[src/rtl/bmhq_pkg.sv]
// Shared types and codes for the binary min-heap queue.
package bmhq_pkg;

    localparam int unsigned OP_W = 2;
    localparam int unsigned VAL_W = 32;
    localparam int unsigned ST_W = 2;
    localparam int unsigned CNT_W = 11;

    typedef enum logic [OP_W-1:0] {
        OP_INSERT = 2'd0,
        OP_POP    = 2'd1,
        OP_REMOVE = 2'd2,
        OP_NONE   = 2'd3
    } t_op;

    typedef enum logic [ST_W-1:0] {
        ST_OK       = 2'd0,
        ST_FULL     = 2'd1,
        ST_EMPTY    = 2'd2,
        ST_NOTFOUND = 2'd3
    } t_status;

    // Command travelling from the controller through the storage cells.
    typedef struct packed {
        logic load;    // shift a new item in
        logic minus;   // drop the top item
        logic del;     // delete the first match
    } t_cmd;

    // Signed less-than on raw patterns.
    function automatic logic lt_s(input logic [VAL_W-1:0] a, input logic [VAL_W-1:0] b);
        lt_s = $signed(a) < $signed(b);
    endfunction

endpackage

[src/rtl/bmhq_cell.sv]
// One storage cell of the sorted chain; together the cells hold the heap contents in order.
module bmhq_cell (
    input  logic                        i_clk,
    input  logic                        i_rst_n,
    input  bmhq_pkg::t_cmd              i_cmd,
    input  logic [bmhq_pkg::VAL_W-1:0]  i_new,
    input  logic                        i_found,
    input  logic                        i_prev_valid,
    input  logic [bmhq_pkg::VAL_W-1:0]  i_prev_data,
    input  logic                        i_prev_gt,
    input  logic                        i_next_valid,
    input  logic [bmhq_pkg::VAL_W-1:0]  i_next_data,
    output logic                        o_valid,
    output logic [bmhq_pkg::VAL_W-1:0]  o_data,
    output logic                        o_gt,
    output logic                        o_eq
);
    import bmhq_pkg::*;

    logic             r_valid;
    logic [VAL_W-1:0] r_data;
    logic             n_valid;
    logic [VAL_W-1:0] n_data;
    logic             w_gt;
    logic             w_ge;

    // This cell's item is strictly greater than the new one: it moves down.
    // The chain is sorted, so a greater neighbor above means this cell moves too.
    assign w_gt    = r_valid && lt_s(i_new, r_data);
    // At or past the first match of a delete, every filled cell holds >= the value.
    assign w_ge    = r_valid && !lt_s(r_data, i_new);
    assign o_gt    = w_gt;
    assign o_eq    = r_valid && (r_data == i_new);
    assign o_valid = r_valid;
    assign o_data  = r_data;

    always_comb begin
        n_valid = r_valid;
        n_data  = r_data;
        if (i_cmd.load) begin
            if (i_prev_gt) begin
                n_valid = i_prev_valid;
                n_data  = i_prev_data;
            end else if (w_gt || (!r_valid && i_prev_valid)) begin
                n_valid = 1'b1;
                n_data  = i_new;
            end
        end else if (i_cmd.minus || (i_cmd.del && i_found && w_ge)) begin
            n_valid = i_next_valid;
            n_data  = i_next_data;
        end
    end

    always_ff @(posedge i_clk) begin
        if (!i_rst_n) begin
            r_valid <= 1'b0;
        end else begin
            r_valid <= n_valid;
        end
        r_data <= n_data;
    end

endmodule

[config.mk]
export PLATFORM = sky130hd
export DESIGN_NAME = bmhq_cell
export DESIGN_NICKNAME = d
export VERILOG_FILES = /design/src/rtl/bmhq_pkg.sv /design/src/rtl/bmhq_cell.sv
export SDC_FILE = /design/constraint.sdc
export NUM_CORES = 1
export LEC_CHECK = 0
export BUFFER_PORTS_ARGS = -buffer_cell sky130_fd_sc_hd__buf_2
export CORE_MARGIN = 3
export CORE_UTILIZATION = 45
export CTS_CLUSTER_DIAMETER = 50
export DETAILED_ROUTE_END_ITERATION = 10
export PLACE_DENSITY = 0.81
export SLEW_MARGIN = 5
export SYNTH_ARGS = -nofsm -noshare
export SYNTH_HDL_FRONTEND = slang
export SYNTH_SLANG_ARGS = --single-unit
[constraint.sdc]
create_clock -name i_clk -period 4.7 [get_ports i_clk]
set_clock_uncertainty 0.05 [all_clocks]
set_input_delay 0.47 -clock i_clk [delete_from_list [all_inputs] [get_ports i_clk]]
set_output_delay 0.47 -clock i_clk [all_outputs]
set_load 0.01 [all_outputs]
=== Yosys cells after proc, flatten, opt, wreduce, memory -nomap -nowiden ===
Cells that the tools add are included.

* Bits of input ports: 105
* Register bits after elaboration: 33

* Muxes and demuxes: 8
* Equal/unequal tests: 2
* Order comparisons: 2
* Reduce and logical (&&, ||, !) cells: 12

{| class="wikitable"
|+ Operators with widths
! cell !! count
|-
| $mux W32 || 4
|-
| $lt A32 B32 Y1 || 2
|-
| $eq A32 B32 Y1 || 1
|-
| $logic_and A1 B1 Y1 || 6
|-
| $mux W1 || 4
|-
| $ne A3 B1 Y1 const B || 1
|-
| $logic_not A1 Y1 || 2
|-
| $logic_or A1 B1 Y1 || 2
|-
| $reduce_and A2 Y1 || 1
|-
| $reduce_bool A2 Y1 || 1
|}

=== Longest topological paths before layout ===
Gate-level depths: netlist of the first run.

* Word-level depth: 7
* Gate-level depth with buffers: 10
* Gate-level depth less buffers: 10

=== Least setup slack after synthesis of the first run ===
No wires, ideal clock.

* Path kind: input -> register
* Start point: in i_new[14] (netlist name)
* End point: reg r_data[0] (netlist: o_data[0]), enable pin
* Library setup time: 0.402 ns
* Stages: 9
* Path buffers: 0
* Required time: 4.248 ns
* Arrival time: 3.007 ns
* Path slack: 1.241 ns
* Cells stage by stage: inv_1 -> ha_1 -> a21oi_2 -> nand2_1 -> a221o_1 -> o31a_1 -> nor3_1 -> o211ai_1 -> a22oi_2

* Cells in the longest elaborated chain, start to end: 7
* Elaborated cells between the ends (all ways): 11
* Classes of those cells: order compare (2); eq/ne (1); reduce/logical (8)

{| class="wikitable"
|+ Ends and longest elaborated chain
! what !! RTL line !! text
|-
| start, declared || bmhq_cell.sv:6 || <nowiki>input logic [bmhq_pkg::VAL_W-1:0] i_new,</nowiki>
|-
| $lt A32 B32 Y1 || bmhq_pkg.sv:32 || <nowiki>lt_s = $signed(a) < $signed(b);</nowiki>
|-
| $logic_not A1 Y1 || bmhq_cell.sv:31 || <nowiki>assign w_ge = r_valid && !lt_s(r_data, i_new);</nowiki>
|-
| $logic_and A1 B1 Y1 || bmhq_cell.sv:31 ||
|-
| $logic_and A1 B1 Y1 || bmhq_cell.sv:48 || <nowiki>end else if (i_cmd.minus || (i_cmd.del && i_found && w_ge)) begin</nowiki>
|-
| $logic_or A1 B1 Y1 || bmhq_cell.sv:48 ||
|-
| $reduce_bool A2 Y1 (no line) || - ||
|-
| $reduce_and A2 Y1 (no line) (*) || - ||
|-
| end signal, assigned || bmhq_cell.sv:60 || <nowiki>r_data <= n_data;</nowiki>
|-
| end, declared || bmhq_cell.sv:21 || <nowiki>logic [VAL_W-1:0] r_data;</nowiki>
|}

Mark *: on every way between the ends. The rest lies on a longest branch, timed or not.
A chain may end at the register's enable or synchronous reset.

=== Worst setup path in the final report of the first run ===
* Start point: reg r_data[5] (netlist: o_data[5])
* End point: out o_gt

* Cells in the longest elaborated chain, start to end: 2

{| class="wikitable"
|+ Ends and longest elaborated chain
! what !! RTL line !! text
|-
| $lt A32 B32 Y1 || bmhq_pkg.sv:32 ||
|-
| $logic_and A1 B1 Y1 || bmhq_cell.sv:29 || <nowiki>assign w_gt = r_valid && lt_s(i_new, r_data);</nowiki>
|-
| end, declared || bmhq_cell.sv:15 || <nowiki>output logic o_gt,</nowiki>
|}

No other way between the ends.

==> results of run 1 <==
==> per-stage QoR <==
stage | instances | setup WS (ns) | area, sq um | total power [W]
5_1_grt | 476 | 1.460 | 3383 | 0.0009554
3_3_place_gp | 468 | 1.736 | 3277 | 0.0006389
4_1_cts | 476 | 1.603 | 3383 | 0.0009079
2_1_floorplan | 268 | 1.241 | 2525 | 0.0005344
3_5_place_dp | 468 | 1.614 | 3277 | 0.0006507
6_report | 476 | 1.622 | 3383 | 0.0008973
==> power by group through the flow <==
stage | Sequential [W] | Combinational (W) | Clock [W]
after floorplan | 0.000401 | 0.000133 | 0
after global placement | 0.000386 | 0.000253 | 0
after detailed placement | 0.000388 | 0.000263 | 0
after CTS | 0.000382 | 0.000264 | 0.000263
after global routing | 0.000386 | 0.000294 | 0.000276
final | 0.000382 | 0.000260 | 0.000256
==> critical path, stage by stage, from the launching register on <==
cell	delay [ns]
edfxtp_1	0.41
ha_1	0.31
a21oi_1	0.17
o21ai_1	0.11
a221o_1	0.33
o31a_1	0.31
o21a_1	0.18
o211ai_1	0.25
inv_1	0.06
buf_2	0.15
==> cell type report <==
class	count	share of cell area (%)
Clock buffer	6	2.145
Clock inverter	2	0.9985
Inverter	33	3.661
Multi-Input combinational cell	191	40.61
Sequential cell	33	28.99
Tap cell	70	2.589
Timing Repair Buffer	141	21.01
==> cells in the mapped netlist <==
cell type | count | share of area [%]
a22oi_1 | 1 | 0.30
nor3b_1 | 1 | 0.30
mux2i_1 | 33 | 13
nor2_1 | 36 | 5.4
buf_2 | 1 | 0.20
a21o_1 | 1 | 0.30
o21a_1 | 1 | 0.30
nor3_1 | 2 | 0.40
buf_1 | 3 | 0.45
ha_1 | 32 | 16
a221o_1 | 1 | 0.40
a211oi_1 | 1 | 0.30
o211ai_1 | 3 | 0.89
o21ai_1 | 1 | 0.20
and3_1 | 1 | 0.25
a22oi_2 | 1 | 0.50
inv_1 | 33 | 4.9
o31a_1 | 1 | 0.35
buf_4 | 1 | 0.30
nand2_1 | 9 | 1.3
o21ai_0 | 2 | 0.40
o221ai_1 | 1 | 0.35
nor4_1 | 3 | 0.74
o2111ai_1 | 1 | 0.35
a21oi_1 | 44 | 8.7
a21oi_2 | 1 | 0.35
dfxtp_1 | 1 | 0.79
a2111oi_0 | 1 | 0.35
edfxtp_1 | 32 | 38
nand4_1 | 8 | 2.0
nand3_1 | 3 | 0.59
nor2b_1 | 2 | 0.50
clkbuf_1 | 6 | 0.89
==> worst max path at each step <==
stage | start | endpoint | slack [ns]
CTS | o_data[5]$_DFFE_PP_ | o_gt | 1.60
finish | o_data[5]$_DFFE_PP_ | o_gt | 1.62
floorplan | i_new[14] | o_data[0]$_DFFE_PP_ | 1.24
global route | o_data[7]$_DFFE_PP_ | o_gt | 1.46
global placement | i_new[14] | o_data[6]$_DFFE_PP_ | 1.74
detailed placement | i_new[5] | o_data[6]$_DFFE_PP_ | 1.61
==> state kept, by name, indices dropped and copies added, names as in the netlist <==
register  count
o_data       32
o_valid       1
==> layer usage <==
metal / vias up / GRT usage (%) / part of all wire, %
li1: 1248 / - / -
met4: 0 / 6.588 / 1.6
met2: 91 / 36.29 / 51
met1: 1131 / 23.52 / 40
met3: 10 / 4.656 / 7.2
met5: - / 0 / 0
==> cell families (layout without fill, tap and decap cells) <==
family | Yosys count | in the layout | share of synthesized area [%]
buffers and inverters | 44 | 182 | 6.739
AND/OR/NAND/NOR | 65 | 65 | 11.45
adder cells (fa/ha/maj) | 32 | 32 | 15.86
flip-flops | 33 | 33 | 38.85
AO/OA/AOI/OAI | 61 | 61 | 14.02
multiplexers | 33 | 33 | 13.08
==> impl_metrics.py, run 1 <==
metrics = {
    "timing": {
        "fin_crit_ns": 3.078,
        "fmax_ghz": 0.3249,
        "fin_crit_sh_pct": 65.48,
        "timing.hold.ws_ns": 0.4084,
        "tightest_slew_ns": 1.121,
        "slew_headroom_pct": 25.25,
        "final-hold-violation-count": 0,
        "slew_violations": 0,
        "setup_viol": 0,
        "setup-tns-final_ns": 0,
        "rsz0062_at_grt": "no",
    },
    "status": {
        "outcome": "completed",
    },
    "pwr": {
        "p_leak_nw": 1.753,
        "p_switching_w": 0.0002577,
        "power_frac_seq_pct": 42.5,
        "p_per_area_mw_per_mm2": 265.2,
        "pwr-share-comb_pct": 29.0,
        "ir_drop_mv": 0.1749,
        "internal_power_w": 0.0006396,
        "switching_share_pct": 28.71,
        "p_clk_share_pct": 28.5,
    },
    "clocking": {
        "clk_pin_slew_ns": 0.07,
        "clock_path_buffers": 2,
        "post-cts-setup-buffers": 0,
        "cts_tree": "yes",
        "htree_levels": 2,
        "clock_latency_ns": 0.28,
        "cts.sinks": 33,
        "cts-root-buf": "clkbuf_8",
        "ctsHoldBuffers": 0,
        "numCtsBuffers": 5,
        "post_cts_resized": 0,
    },
    "worst_setup_path": {
        "cp_max_fo": 2,
        "worstSetupStartpointType": "flop",
        "reg2reg_setup_slack_ns": 1.81,
        "end_kind": "output port",
        "critPathKind": "flop to output port",
        "worst_ep_arrival_time_ns": 2.56,
        "worstReg2RegEnd": "o_data[10]$_DFFE_PP_",
        "r2r_cells": 9,
        "r2r_start": "o_data[5]$_DFFE_PP_",
        "worst_ep_required_time_ns": 4.18,
    },
    "place": {
        "gp_congestion": 0.7618,
        "numPortBuffers": 139,
        "hpwl_microns": 5408,
    },
    "drt": {
        "wl_per_cell_microns": 13.75,
        "drc": 0,
        "drtAntennaViolNets": 0,
        "wl_microns": 6547,
        "drtPass1Iterations": 4,
        "vias": 2480,
        "viasPerCell": 5.210,
        "dr.first_iter.drc_count": 39,
    },
    "global_routing": {
        "grt_usage_pct": 20.16,
        "antenna_found_initial": 0,
        "grt_pass1_vias": 2390,
        "grt_max_degree": 69,
        "overflow": 0,
        "grt_pass1_wl_microns": 10290,
    },
    "synth": {
        "synth_fp_nets": 405,
        "synth_cell_types": 33,
        "synth.avg_cell_area_sq_um": 9.421,
        "ys_seq_elements": 33,
        "synth_area_sq_mm": 0.002525,
        "netlist_instances": 268,
        "synth-seq-area-share_pct": 38.85,
        "ys_warn_count": 0,
    },
    "flow_run": {
        "drv_cap": 0,
    },
    "cells_and_area": {
        "fin_util_pct": 64.20,
        "fin_nets": 542,
        "final_cell_mix": "buf_2, a21oi_1, nor2_1, inv_1, mux2i_1",
        "multi_input_area_sq_mm": 0.001374,
        "fill_cells": 467,
        "n_antenna_cell": 0,
        "drive_gt1_share_pct": 36.70,
        "area_delta_synth_final_pct": 33.99,
        "regArea_sq_um": 980.9,
        "layout_commonest_cell": "buf_2",
    },
    "min_path": {
        "hp-start": "i_rst_n",
        "holdPathEnd": "o_valid$_SDFFE_PN0P_",
        "worst_hold_path_type": "input port to flop",
        "hold_depth": 3,
    },
    "die": {
        "die-width_microns": 80.91,
        "fp-row-count": 26,
        "core_sq_mm": 0.005270,
        "start_util_pct": 47.91,
        "dieArea_sq_mm": 0.006546,
        "io_pins": 140,
        "die_y_microns": 80.91,
    },
}
Power figures use the tool's default switching activity.
==> inputs of run 2 (changes only) <==
clock period = 3.2 ns   (was 4.7 ns; I/O delays follow)
==> run 2 against run 1 <==
Net effect: final area is 0.44% higher; worst hold slack worse by 0.14 ns; first-iteration DRC count is 77% higher; sequential share of layout area is 0.13 points lower; clock-buffer cell count stayed put; non-clock buffer count is 2 higher; die area stayed put; via count is 1.3% lower; worst setup slack worse by 1.4 ns; sequential cell count stayed put; sequential power is 47% higher; critical path depth stayed put; critical path type unchanged; highest routed layer unchanged.
==> impl_metrics.py, run 2 (same netlist as run 1, synthesis figures left out) <==
metrics = {
    "status": {
        "outcome": "completed",
    },
    "worst_setup_path": {
        "critPathKind": "flop to output port",
        "path_delay_family": "compound AO/OA/AOI/OAI gates",
        "crit_chain": "ha_1 -> a21oi_1 -> o21ai_1 -> a221o_1 -> o31a_1 -> o21a_1 -> o211ai_1 -> inv_1 -> buf_2",
        "worstSetupStartpointType": "flop",
        "end_kind": "output port",
        "critPathMaxStageDelay_ns": 0.38,
        "crit_buf_inv": 2,
        "worst_ep_required_time_ns": 2.83,
        "cp_max_fo": 2,
        "worst_ep_arrival_time_ns": 2.57,
        "crit_slowest_cell": "edfxtp_1",
    },
    "global_routing": {
        "grt_max_degree": 44,
        "overflow": 0,
        "antenna_found_initial": 0,
        "grt_usage_pct": 20.15,
        "grt_pass1_vias": 2292,
        "grt_pass1_wl_microns": 10310,
    },
    "clocking": {
        "post_cts_resized": 0,
        "cts.sinks": 33,
        "cts_tree": "yes",
        "post-cts-setup-buffers": 0,
        "clock_path_buffers": 2,
        "ctsHoldBuffers": 0,
        "clk_pin_slew_ns": 0.07,
        "clock_latency_ns": 0.28,
        "numCtsBuffers": 5,
        "cts-root-buf": "clkbuf_8",
        "htree_levels": 2,
    },
    "timing": {
        "fin_crit_ns": 2.935,
        "fin_crit_sh_pct": 91.73,
        "tightest_slew_ns": 0.7119,
        "fin_ws_ns": 0.2646,
        "final-hold-violation-count": 0,
        "slew_headroom_pct": 52.54,
        "slew_violations": 0,
        "setup_viol": 0,
        "fmax_ghz": 0.3407,
        "rsz0062_at_grt": "no",
    },
    "pwr": {
        "p_switching_w": 0.0003783,
        "internal_power_w": 0.0008617,
        "power_frac_seq_pct": 45.2,
        "ir_drop_mv": 0.2258,
        "p_leak_nw": 1.749,
        "switching_share_pct": 30.51,
        "p_clk_share_pct": 23.3,
        "p_per_area_mw_per_mm2": 364.9,
        "pwr-share-comb_pct": 31.5,
    },
    "die": {
        "die_y_microns": 80.91,
        "die-width_microns": 80.91,
        "core_sq_mm": 0.005270,
        "fp-row-count": 26,
        "start_util_pct": 47.91,
        "dieArea_sq_mm": 0.006546,
        "io_pins": 140,
    },
    "cells_and_area": {
        "area_delta_synth_final_pct": 34.59,
        "n_antenna_cell": 0,
        "fill_cells": 470,
        "fin_cells": 477,
        "layout_commonest_cell": "buf_2",
        "largest_reg_flops": 32,
        "final_cell_mix": "buf_2, a21oi_1, nor2_1, inv_1, mux2i_1",
        "multi_input_area_sq_mm": 0.001404,
        "drive_gt1_share_pct": 37.59,
        "fin_nets": 544,
        "regArea_sq_um": 980.9,
    },
    "drt": {
        "drtAntennaViolNets": 0,
        "wl_met2_microns": 3354,
        "viasPerCell": 5.132,
        "dr_wl_met3_microns": 425,
        "wl_met1_microns": 2805,
        "wl_per_cell_microns": 14.04,
        "wl_microns": 6698,
        "vias": 2448,
        "drtPass1Iterations": 4,
        "maxUsedRoutingLayer": "met4",
        "drc": 0,
        "dr.first_iter.drc_count": 69,
    },
    "flow_run": {
        "drv_cap": 0,
    },
    "place": {
        "dp_slack_ns": 0.3552,
        "gp_congestion": 0.8561,
        "dp_cells": 470,
        "numPortBuffers": 139,
        "hpwl_microns": 5500,
    },
    "min_path": {
        "worst_hold_path_type": "input port to flop",
    },
}
## run 2: cell count changes in the layout (fill, tap and decap cells not counted), sizes merged
| cell | delta |
|---|---|
| buf | +2 |
| bufinv | -1 |
## run 2: power groups by stage
stage                     registers, W  clock network, W  logic, W
after CTS                     0.000560          0.000295  0.000396
final                         0.000560          0.000289  0.000391
after global routing          0.000566          0.000312  0.000444
after floorplan               0.000591                 0  0.000200
after detailed placement      0.000569                 0  0.000392
after global placement        0.000566                 0  0.000382
## run 2: metal layers
layer	GRT usage (%)	vias to the layer above
met3	3.880	10
met1	25.73	1101
met5	0	-
met4	6.588	0
met2	34.24	90
li1	-	1247
## run 2: layout make-up
type / count / area share, %
inverters: 33 / 3.645
well taps: 70 / 2.577
multi-input cells: 191 / 41.31
clock inverters: 1 / 0.1105
flip-flops and latches: 33 / 28.87
clock buffers: 6 / 2.135
repair buffers: 143 / 21.35
## run 2: worst paths after layout
| check | start | depth (start not counted) | to | slack, ns |
|---|---|---|---|---|
| worst max-delay path | o_data[5]$_DFFE_PP_ | 9 | o_gt | 0.26 |
| worst min-delay path | i_rst_n | 3 | o_valid$_SDFFE_PN0P_ | 0.27 |
| worst min register to register | o_valid$_SDFFE_PN0P_ | 2 | o_valid$_SDFFE_PN0P_ | 0.51 |
| worst max register to register | o_data[14]$_DFFE_PP_ | 8 | o_data[29]$_DFFE_PP_ | 0.38 |
## run 2: through the flow
step	cell area, sq um	hold slack [ns]	setup TNS (ns)	total power [W]	utilization [%]
2_1_floorplan	2555	0.4176	-3.210	0.0007911	-
3_3_place_gp	3322	0.4620	0	0.0009481	63.03
3_5_place_dp	3322	0.4901	0	0.0009616	63.03
4_1_cts	3398	0.2660	0	0.001251	64.48
5_1_grt	3398	0.2932	0	0.001322	64.48
6_report	3398	0.2659	0	0.001240	64.48
## run 2: worst min-delay path, stage by stage
cell and delay (ns):
buf_2 0.11, nand2_1 0.06, mux2i_1 0.06
